File: src/rtl/pmvf_pkg.sv
// Shared constants, types and helper functions for the pose median and velocity filter.
package pmvf_pkg;

    // Median window and axis counts.
    localparam int WINDOW_LEN  = 5;
    localparam int SLOT_W      = $clog2(WINDOW_LEN);
    localparam int CNT_W       = $clog2(WINDOW_LEN + 1);
    localparam int MEDIAN_RANK = WINDOW_LEN / 2;
    localparam int NUM_AXES    = 3;
    localparam int AXIS_W      = $clog2(NUM_AXES);

    // Field widths and fixed-point formats.
    localparam int DATA_W     = 32;
    localparam int GAIN_W     = 16;
    localparam int ALPHA_W    = 16;
    localparam int GAIN_FRAC  = 14;
    localparam int ALPHA_FRAC = 16;

    // Shared multiplier operands and product.
    localparam int MUL_A_W = DATA_W + 2;
    localparam int MUL_B_W = GAIN_W + 1;
    localparam int PROD_W  = MUL_A_W + MUL_B_W;

    localparam int CFG_IDX_W = 3;

    typedef logic signed [DATA_W-1:0]  word_t;
    typedef logic signed [PROD_W-1:0]  prod_t;
    typedef logic signed [MUL_A_W-1:0] mul_a_t;
    typedef logic signed [MUL_B_W-1:0] mul_b_t;
    typedef logic signed [GAIN_W-1:0]  gain_t;
    typedef logic [ALPHA_W-1:0]        alpha_t;
    typedef logic [CFG_IDX_W-1:0]      cfg_idx_t;

    // Register indexes on the configuration channel.
    localparam cfg_idx_t REG_GAIN_X         = 3'd0;
    localparam cfg_idx_t REG_GAIN_Y         = 3'd1;
    localparam cfg_idx_t REG_GAIN_HEADING   = 3'd2;
    localparam cfg_idx_t REG_OFFSET_X       = 3'd3;
    localparam cfg_idx_t REG_OFFSET_Y       = 3'd4;
    localparam cfg_idx_t REG_OFFSET_HEADING = 3'd5;
    localparam cfg_idx_t REG_SMOOTH_ALPHA   = 3'd6;

    // Register values after reset.
    localparam gain_t  GAIN_X_RST         = 16'sd11693;
    localparam gain_t  GAIN_Y_RST         = 16'sd11441;
    localparam gain_t  GAIN_HEADING_RST   = 16'sd16450;
    localparam word_t  OFFSET_X_RST       = -32'sd51688;
    localparam word_t  OFFSET_Y_RST       = 32'sd36923;
    localparam word_t  OFFSET_HEADING_RST = 32'sd4169;
    localparam alpha_t SMOOTH_ALPHA_RST   = 16'd13107;

    // Half an output LSB, added before the rounding shifts.
    localparam prod_t GAIN_HALF  = prod_t'(1) <<< (GAIN_FRAC - 1);
    localparam prod_t ALPHA_HALF = prod_t'(1) <<< (ALPHA_FRAC - 1);

    // Sign-extends a word to the product width.
    function automatic prod_t widen(input word_t v);
        widen = $signed({{(PROD_W - DATA_W){v[DATA_W-1]}}, v});
    endfunction

    // Sign-extends a word to the multiplier's A operand width.
    function automatic mul_a_t widen_a(input word_t v);
        widen_a = $signed({{(MUL_A_W - DATA_W){v[DATA_W-1]}}, v});
    endfunction

    // Clamps a product-width value to the signed word range.
    function automatic word_t sat_word(input prod_t v);
        logic [PROD_W-DATA_W:0] top;
        top = v[PROD_W-1:DATA_W-1];
        if ((&top) || (~|top))
            sat_word = word_t'(v[DATA_W-1:0]);
        else if (v[PROD_W-1])
            sat_word = $signed({1'b1, {(DATA_W - 1){1'b0}}});
        else
            sat_word = $signed({1'b0, {(DATA_W - 1){1'b1}}});
    endfunction

endpackage

File: src/rtl/pmvf_ifs.sv
// Channel interfaces of the pose median and velocity filter: samples, results and configuration.
interface pmvf_sample_if;
    logic                  valid;
    logic                  ready;
    pmvf_pkg::word_t       sample_x;
    pmvf_pkg::word_t       sample_y;
    pmvf_pkg::word_t       sample_heading;

    modport source (output valid, output sample_x, output sample_y, output sample_heading,
                    input ready);
    modport sink   (input valid, input sample_x, input sample_y, input sample_heading,
                    output ready);
endinterface

interface pmvf_result_if;
    logic                  valid;
    logic                  ready;
    pmvf_pkg::word_t       filtered_x;
    pmvf_pkg::word_t       filtered_y;
    pmvf_pkg::word_t       filtered_heading;
    pmvf_pkg::word_t       speed_x;
    pmvf_pkg::word_t       speed_y;
    pmvf_pkg::word_t       speed_heading;

    modport source (output valid, output filtered_x, output filtered_y,
                    output filtered_heading, output speed_x, output speed_y,
                    output speed_heading, input ready);
    modport sink   (input valid, input filtered_x, input filtered_y,
                    input filtered_heading, input speed_x, input speed_y,
                    input speed_heading, output ready);
endinterface

interface pmvf_cfg_if;
    logic                  valid;
    logic                  ready;
    pmvf_pkg::cfg_idx_t    index;
    pmvf_pkg::word_t       data;

    modport source (output valid, output index, output data, input ready);
    modport sink   (input valid, input index, input data, output ready);
endinterface

File: src/rtl/pose_median_velocity_filter.sv
// Top level of the pose median and velocity filter: median, calibration and smoothed velocity.
//
//  Channel   Dir   Beat contents
//  -------   ---   ---------------------------------------------------------------
//  sample    in    sample_x, sample_y, sample_heading (signed Q16.16)
//  result    out   filtered_x/y/heading, speed_x/y/heading (signed Q16.16)
//  cfg       in    index (register number 0..6), data (write value; index 7 is ignored)
//
// For each sample beat, each of the three axes searches its window for the median with a single
// rank comparator row, then passes through MUL_GAIN, CALIB, DIFF, MUL_ALPHA and UPDATE on one
// shared 34 x 17 multiplier and its adders; after the last axis the result beat is offered.
// The sample channel is ready again in the cycle after the result enters the output register,
// so a waiting result does not block the next sample; a finished item waits only if the
// previous result is still held. Reset (rst_n low) clears windows, history and outputs at
// once and loads the calibration defaults. Configuration beats are always taken.
module pose_median_velocity_filter (
    input  logic                 clk,
    input  logic                 rst_n,
    pmvf_sample_if.sink          sample,
    pmvf_result_if.source        result,
    pmvf_cfg_if.sink             cfg
);

    // The sequencer walks the axes one after another; every arithmetic state uses the
    // same multiplier or adder path on the current axis.
    typedef enum logic [2:0] {
        IDLE,
        RANK,
        MUL_GAIN,
        CALIB,
        DIFF,
        MUL_ALPHA,
        UPDATE,
        DONE
    } state_t;

    state_t state_reg;

    logic [pmvf_pkg::AXIS_W-1:0] axis_reg;
    logic [pmvf_pkg::SLOT_W-1:0] rank_reg;
    logic [pmvf_pkg::SLOT_W-1:0] slot_reg;

    // Sliding windows, kept in arrival order, one row per axis.
    pmvf_pkg::word_t win_reg [pmvf_pkg::NUM_AXES][pmvf_pkg::WINDOW_LEN];

    // History carried from one sample to the next.
    pmvf_pkg::word_t prev_reg  [pmvf_pkg::NUM_AXES];
    pmvf_pkg::word_t speed_reg [pmvf_pkg::NUM_AXES];

    // Calibration registers.
    pmvf_pkg::gain_t  gain_reg   [pmvf_pkg::NUM_AXES];
    pmvf_pkg::word_t  offset_reg [pmvf_pkg::NUM_AXES];
    pmvf_pkg::alpha_t alpha_reg;

    // Working registers of the shared datapath.
    pmvf_pkg::word_t  med_reg;
    pmvf_pkg::prod_t  prod_reg;
    pmvf_pkg::word_t  filt_reg;
    pmvf_pkg::mul_a_t diff_reg;

    // Output register, loaded in one go once all axes are done.
    pmvf_pkg::word_t out_filt_reg  [pmvf_pkg::NUM_AXES];
    pmvf_pkg::word_t out_speed_reg [pmvf_pkg::NUM_AXES];
    logic            out_valid_reg;

    // Rank test of one window entry against its whole row: the entry is a median when
    // at most MEDIAN_RANK entries are below it and more than that are at or below it.
    pmvf_pkg::word_t            cand;
    logic [pmvf_pkg::CNT_W-1:0] lt_cnt;
    logic [pmvf_pkg::CNT_W-1:0] le_cnt;
    logic                       is_median;

    always_comb
    begin
        cand   = win_reg[axis_reg][rank_reg];
        lt_cnt = '0;
        le_cnt = '0;
        for (int j = 0; j < pmvf_pkg::WINDOW_LEN; j++)
        begin
            if (win_reg[axis_reg][j] < cand)
                lt_cnt = lt_cnt + pmvf_pkg::CNT_W'(1);
            if (win_reg[axis_reg][j] <= cand)
                le_cnt = le_cnt + pmvf_pkg::CNT_W'(1);
        end
        is_median = (lt_cnt <= pmvf_pkg::CNT_W'(pmvf_pkg::MEDIAN_RANK))
                 && (le_cnt >  pmvf_pkg::CNT_W'(pmvf_pkg::MEDIAN_RANK));
    end

    // Shared multiplier: median times gain, then velocity error times alpha.
    pmvf_pkg::mul_a_t mul_a;
    pmvf_pkg::mul_b_t mul_b;
    pmvf_pkg::prod_t  product;

    always_comb
    begin
        if (state_reg == MUL_GAIN)
        begin
            mul_a = pmvf_pkg::widen_a(med_reg);
            mul_b = $signed({gain_reg[axis_reg][pmvf_pkg::GAIN_W-1], gain_reg[axis_reg]});
        end
        else
        begin
            mul_a = diff_reg;
            mul_b = $signed({1'b0, alpha_reg});
        end
        product = pmvf_pkg::prod_t'(mul_a) * pmvf_pkg::prod_t'(mul_b);
    end

    // Rounding shifts and the adds that follow them.
    pmvf_pkg::prod_t cal_scaled;
    pmvf_pkg::prod_t cal_sum;
    pmvf_pkg::prod_t step_scaled;
    pmvf_pkg::prod_t speed_sum;
    pmvf_pkg::mul_a_t diff_next;

    always_comb
    begin
        cal_scaled  = (prod_reg + pmvf_pkg::GAIN_HALF) >>> pmvf_pkg::GAIN_FRAC;
        cal_sum     = cal_scaled + pmvf_pkg::widen(offset_reg[axis_reg]);
        step_scaled = (prod_reg + pmvf_pkg::ALPHA_HALF) >>> pmvf_pkg::ALPHA_FRAC;
        speed_sum   = step_scaled + pmvf_pkg::widen(speed_reg[axis_reg]);
        diff_next   = pmvf_pkg::widen_a(filt_reg) - pmvf_pkg::widen_a(prev_reg[axis_reg])
                    - pmvf_pkg::widen_a(speed_reg[axis_reg]);
    end

    always_ff @(posedge clk or negedge rst_n)
    begin
        if (!rst_n)
        begin
            state_reg     <= IDLE;
            axis_reg      <= '0;
            rank_reg      <= '0;
            slot_reg      <= '0;
            out_valid_reg <= 1'b0;
            for (int a = 0; a < pmvf_pkg::NUM_AXES; a++)
            begin
                for (int s = 0; s < pmvf_pkg::WINDOW_LEN; s++)
                    win_reg[a][s] <= '0;
                prev_reg[a]      <= '0;
                speed_reg[a]     <= '0;
                out_filt_reg[a]  <= '0;
                out_speed_reg[a] <= '0;
            end
            gain_reg[0]   <= pmvf_pkg::GAIN_X_RST;
            gain_reg[1]   <= pmvf_pkg::GAIN_Y_RST;
            gain_reg[2]   <= pmvf_pkg::GAIN_HEADING_RST;
            offset_reg[0] <= pmvf_pkg::OFFSET_X_RST;
            offset_reg[1] <= pmvf_pkg::OFFSET_Y_RST;
            offset_reg[2] <= pmvf_pkg::OFFSET_HEADING_RST;
            alpha_reg     <= pmvf_pkg::SMOOTH_ALPHA_RST;
            med_reg       <= '0;
            prod_reg      <= '0;
            filt_reg      <= '0;
            diff_reg      <= '0;
        end
        else
        begin
            // Beats land as they come; the user must send writes only while idle, unenforced.
            if (cfg.valid)
            begin
                case (cfg.index)
                    pmvf_pkg::REG_GAIN_X:
                        gain_reg[0] <= pmvf_pkg::gain_t'(cfg.data[pmvf_pkg::GAIN_W-1:0]);
                    pmvf_pkg::REG_GAIN_Y:
                        gain_reg[1] <= pmvf_pkg::gain_t'(cfg.data[pmvf_pkg::GAIN_W-1:0]);
                    pmvf_pkg::REG_GAIN_HEADING:
                        gain_reg[2] <= pmvf_pkg::gain_t'(cfg.data[pmvf_pkg::GAIN_W-1:0]);
                    pmvf_pkg::REG_OFFSET_X:       offset_reg[0] <= cfg.data;
                    pmvf_pkg::REG_OFFSET_Y:       offset_reg[1] <= cfg.data;
                    pmvf_pkg::REG_OFFSET_HEADING: offset_reg[2] <= cfg.data;
                    pmvf_pkg::REG_SMOOTH_ALPHA:
                        alpha_reg <= cfg.data[pmvf_pkg::ALPHA_W-1:0];
                    default: ;
                endcase
            end

            // The output register fills from a finished item once it is free or being
            // taken, and otherwise empties when its beat is taken.
            if ((state_reg == DONE) && (!out_valid_reg || result.ready))
                out_valid_reg <= 1'b1;
            else if (out_valid_reg && result.ready)
                out_valid_reg <= 1'b0;

            case (state_reg)
                IDLE:
                begin
                    // The new sample replaces the oldest entry of each window.
                    if (sample.valid)
                    begin
                        win_reg[0][slot_reg] <= sample.sample_x;
                        win_reg[1][slot_reg] <= sample.sample_y;
                        win_reg[2][slot_reg] <= sample.sample_heading;
                        if (slot_reg == pmvf_pkg::SLOT_W'(pmvf_pkg::WINDOW_LEN - 1))
                            slot_reg <= '0;
                        else
                            slot_reg <= slot_reg + pmvf_pkg::SLOT_W'(1);
                        axis_reg  <= '0;
                        rank_reg  <= '0;
                        state_reg <= RANK;
                    end
                end

                RANK:
                begin
                    // One window entry is tested per cycle; some entry always qualifies.
                    if (is_median)
                    begin
                        med_reg   <= cand;
                        state_reg <= MUL_GAIN;
                    end
                    else
                    begin
                        rank_reg <= rank_reg + pmvf_pkg::SLOT_W'(1);
                    end
                end

                MUL_GAIN:
                begin
                    prod_reg  <= product;
                    state_reg <= CALIB;
                end

                CALIB:
                begin
                    filt_reg  <= pmvf_pkg::sat_word(cal_sum);
                    state_reg <= DIFF;
                end

                DIFF:
                begin
                    // Raw velocity minus the smoothed one, exact in 34 bits.
                    diff_reg  <= diff_next;
                    state_reg <= MUL_ALPHA;
                end

                MUL_ALPHA:
                begin
                    prod_reg  <= product;
                    state_reg <= UPDATE;
                end

                UPDATE:
                begin
                    prev_reg[axis_reg]  <= filt_reg;
                    speed_reg[axis_reg] <= pmvf_pkg::sat_word(speed_sum);
                    if (axis_reg == pmvf_pkg::AXIS_W'(pmvf_pkg::NUM_AXES - 1))
                    begin
                        state_reg <= DONE;
                    end
                    else
                    begin
                        axis_reg  <= axis_reg + pmvf_pkg::AXIS_W'(1);
                        rank_reg  <= '0;
                        state_reg <= RANK;
                    end
                end

                DONE:
                begin
                    // Hand the finished item to the output register once it is free or being taken.
                    if (!out_valid_reg || result.ready)
                    begin
                        out_filt_reg  <= prev_reg;
                        out_speed_reg <= speed_reg;
                        state_reg     <= IDLE;
                    end
                end

                default:
                    state_reg <= IDLE;
            endcase
        end
    end

    assign sample.ready = (state_reg == IDLE);
    assign cfg.ready    = 1'b1;

    assign result.valid            = out_valid_reg;
    assign result.filtered_x       = out_filt_reg[0];
    assign result.filtered_y       = out_filt_reg[1];
    assign result.filtered_heading = out_filt_reg[2];
    assign result.speed_x          = out_speed_reg[0];
    assign result.speed_y          = out_speed_reg[1];
    assign result.speed_heading    = out_speed_reg[2];

endmodule

File: src/flat_wrapper.sv
// flat-port wrapper written by rule: the top's interface ports become plain ports
module pose_median_velocity_filter_flat 
  (clk, rst_n, sample_valid, sample_sample_x, sample_sample_y, sample_sample_heading, sample_ready, result_valid, result_filtered_x, result_filtered_y, result_filtered_heading, result_speed_x, result_speed_y, result_speed_heading, result_ready, cfg_valid, cfg_index, cfg_data, cfg_ready);
  pmvf_sample_if sample_i ();
  pmvf_result_if result_i ();
  pmvf_cfg_if cfg_i ();
  input  logic clk;
  input  logic rst_n;
  input wire logic [$bits(sample_i.valid)-1:0] sample_valid;
  input wire logic [$bits(sample_i.sample_x)-1:0] sample_sample_x;
  input wire logic [$bits(sample_i.sample_y)-1:0] sample_sample_y;
  input wire logic [$bits(sample_i.sample_heading)-1:0] sample_sample_heading;
  output wire logic [$bits(sample_i.ready)-1:0] sample_ready;
  output wire logic [$bits(result_i.valid)-1:0] result_valid;
  output wire logic [$bits(result_i.filtered_x)-1:0] result_filtered_x;
  output wire logic [$bits(result_i.filtered_y)-1:0] result_filtered_y;
  output wire logic [$bits(result_i.filtered_heading)-1:0] result_filtered_heading;
  output wire logic [$bits(result_i.speed_x)-1:0] result_speed_x;
  output wire logic [$bits(result_i.speed_y)-1:0] result_speed_y;
  output wire logic [$bits(result_i.speed_heading)-1:0] result_speed_heading;
  input wire logic [$bits(result_i.ready)-1:0] result_ready;
  input wire logic [$bits(cfg_i.valid)-1:0] cfg_valid;
  input wire logic [$bits(cfg_i.index)-1:0] cfg_index;
  input wire logic [$bits(cfg_i.data)-1:0] cfg_data;
  output wire logic [$bits(cfg_i.ready)-1:0] cfg_ready;
  assign sample_i.valid = sample_valid;
  assign sample_i.sample_x = sample_sample_x;
  assign sample_i.sample_y = sample_sample_y;
  assign sample_i.sample_heading = sample_sample_heading;
  assign sample_ready = sample_i.ready;
  assign result_valid = result_i.valid;
  assign result_filtered_x = result_i.filtered_x;
  assign result_filtered_y = result_i.filtered_y;
  assign result_filtered_heading = result_i.filtered_heading;
  assign result_speed_x = result_i.speed_x;
  assign result_speed_y = result_i.speed_y;
  assign result_speed_heading = result_i.speed_heading;
  assign result_i.ready = result_ready;
  assign cfg_i.valid = cfg_valid;
  assign cfg_i.index = cfg_index;
  assign cfg_i.data = cfg_data;
  assign cfg_ready = cfg_i.ready;
  pose_median_velocity_filter u_core (.clk(clk), .rst_n(rst_n), .sample(sample_i), .result(result_i), .cfg(cfg_i));
endmodule
File: config.mk
export PLATFORM = sky130hd
export DESIGN_NAME = pose_median_velocity_filter_flat
export DESIGN_NICKNAME = d
export VERILOG_FILES = /design/src/rtl/pmvf_pkg.sv /design/src/rtl/pmvf_ifs.sv /design/src/rtl/pose_median_velocity_filter.sv /design/src/flat_wrapper.sv
export SDC_FILE = /design/constraint.sdc
export NUM_CORES = 2
export LEC_CHECK = 0
export BUFFER_PORTS_ARGS = -buffer_cell sky130_fd_sc_hd__buf_2
export CORE_ASPECT_RATIO = 0.7
export CORE_MARGIN = 1
export CORE_UTILIZATION = 50
export DETAILED_ROUTE_END_ITERATION = 8
export GPL_TIMING_DRIVEN = 0
export PLACE_DENSITY = 0.67
export SYNTH_ARGS = -nofsm -noshare
export SYNTH_HDL_FRONTEND = slang
export SYNTH_SLANG_ARGS = --single-unit
export TNS_END_PERCENT = 100
File: constraint.sdc
create_clock -name clk -period 13.08 [get_ports clk]
set_input_delay 0 -clock clk [delete_from_list [all_inputs] [get_ports clk]]
set_output_delay 0 -clock clk [all_outputs]
set_load 0.01 [all_outputs]
==> impl_metrics.tcl <==
set metrics [dict create \
    status "complete, but fails checks" \
    violations "capacitance limit, slew limit" \
    die_h_um 338 \
    cp.required_ns 13.78 \
    initial_core_util_pct 50.7 \
    die_w_um 482 \
    antenna_found_initial 39 \
    grt_usage_pct 35.4 \
    die-area_um2 163000 \
    fmax_mhz 79.1 \
    clock-sinks 1172 \
    cpMaxStageDelayCell "a21oi_1" \
    maxCapViolations 7 \
    setup_tns_ns 0 \
    wire_per_inst_um 27.3 \
    worst-setup-path-type "reg2reg" \
    drive_gt1_share_pct 18.1 \
    clkSlewWorstSetupHoldPaths_ns 0.07 \
    ant_nets 0 \
    fin_crit_ns 12.64 \
    grt_max_degree 174 \
    drtPass1Iterations 9 \
    grt_overflow 0 \
    yosysMostFrequentCell "dfrtp_1" \
    netlist_area_um2 80500 \
    synth-seq-cells 1172 \
    finalMaxSlewViolations 43 \
    synth_nets 8820 \
    finalHoldViolations 0 \
    path_buf_inv 10 \
    vias_per_cell 6.04 \
    endpoint_kind "register" \
    drc 0 \
    core_um2 159000 \
    dp_cells 10200 \
    synthArstFlopShare_pct 100 \
    ys_top_cells_by_area "dfrtp_1 35%, fa_1 15%, mux2_2 12%" \
    fin_crit_sh_pct 96.6 \
    cts_buffers 115 \
    largest_reg_flops 480 \
    cpLargestDelayFamily "compound AO/OA/AOI/OAI gates" \
    routed_wl_um 288000 \
    hpwl_um 229000 \
    synth.avg_cell_area_um2 10.5 \
    min_path_type "in2reg" \
    cts_root_buf "clkbuf_16" \
    rsz0062_at_grt "false" \
    synth_cells 7702 \
    fillers 13600 \
    worstPathMaxFanout 10 \
    holdWs_ns 0.0357 \
    ioPinCount 331 \
    portBuffers 327 \
    cts_tree "built" \
    yosysWarnings 0 \
    vias 63700 \
    synth.distinct_cells 90 \
    placed_cell_area_um2 85100 \
    synth_top_flop_cell "dfrtp_1" \
    grt_pass1_wl_um 418000 \
    design_area_um2 90800 \
    htree_num_levels 3 \
    nets 9453 \
    yosys-top-cells-count "1112 x dfrtp_1, 1093 x nand2_1, 840 x mux2_2" \
    max_stage_delay_ns 1.19 \
    drtIter0Drc 7378 \
    synth.top_cell.area_share_pct 34.6 \
    clock_skew_ns 0.104 \
    synth_edf_count 0 \
    ys_seq_area_share_pct 36.5 \
    synth_top_area_cell "dfrtp_1" \
    setup_viol 0 \
    slew_headroom_pct -4.54 \
    crit_path_start_kind "register" \
    arrival_ns 13.34 \
    gp_congestion 1.07 \
    fp-row-count 122 \
    stdcell_count 10600 \
    grt_pass1_vias 61800 \
    clk_latency_ns 0.82 \
    cts_buffer_depth 3 \
    worstMarginPinSlew_ns 1.57 \
    area_growth_pct 12.8 \
]
-- timing repair --
action,4_1_cts,5_1_grt
resized for setup,0,5
buffers inserted,0,0
hold buffers,164,0
endpoints found under the setup margin,0,2
endpoints found under the hold margin,1101,0
-- tightest hold or removal path, stage by stage --
cell           delay [ns]
dlygate4sd3_1        0.52
buf_2                0.14
mux2_2               0.15
-- final timing paths --
check,cells after the start,from,endpoint,slack (ns)
min in group asynchronous,3,rst_n,u_core.offset_reg[83],0.40
setup / recovery,32,u_core.axis_reg[1],u_core.prod_reg[36],0.44
max in group asynchronous,5,rst_n,u_core.win_reg[71],10.94
hold reg to reg,1,u_core.result.filtered_x[4],u_core.result.filtered_x[4],0.50
hold / removal,3,sample_sample_heading[16],u_core.win_reg[144],0.04
setup reg to reg,32,u_core.axis_reg[1],u_core.prod_reg[36],0.44
-- layer usage --
metal,part of all wire (%),vias up,global-route usage [%]
met2,40,3359,46.7
met5,0.062,-,0
met4,2.7,28,9.06
li1,-,27200,-
met1,44,32700,53.0
met3,14,451,14.0
-- layout make-up --
type,count,area [um2],area share [%]
Antenna cell,14,35.0,0.0386
Tap cell,2108,2640,2.90
Timing Repair Buffer,516,3660,4.03
Clock buffer,167,3300,3.64
Buffer,376,1460,1.61
Clock inverter,49,631,0.694
Multi-Input combinational cell,5491,47200,52.0
Sequential cell,1172,29400,32.4
Inverter,663,2490,2.74
-- kinds of logic (layout without fill, tap and decap cells) --
family | after synthesis | in the layout | share of synthesized area [%]
other | 1 | 15 | 0.00466
adder cells (fa/ha/maj) | 982 | 982 | 20.7
AO/OA/AOI/OAI | 1138 | 1138 | 8.60
XOR/XNOR | 203 | 203 | 2.26
multiplexers | 1211 | 1211 | 16.9
buffers and inverters | 1039 | 1771 | 4.89
flip-flops | 1172 | 1172 | 36.5
AND/OR/NAND/NOR | 1956 | 1956 | 10.1
-- stage by stage --
stage	utilization, %	worst slack, ns
final	57.2	0.440
after global routing	57.1	0.267
after global placement	53.3	-13.25
after CTS	57.1	0.540
after floorplan	-	4.63
after detailed placement	53.5	0.625
-- cell usage in the layout (no fill, tap or decap), types with 284 or more instances in the layout --
cell         n
nor2_1     518
a21oi_1    284
clkbuf_1   355
dfrtp_1   1112
nand2_1   1093
mux2i_1    338
fa_1       584
buf_2      327
mux2_2     840
o21ai_0    405
inv_1      663
ha_1       398
Power is left out: the tool's default activity adds up to more than one toggle a clock period on the data nets, which glitch-free logic cannot reach.
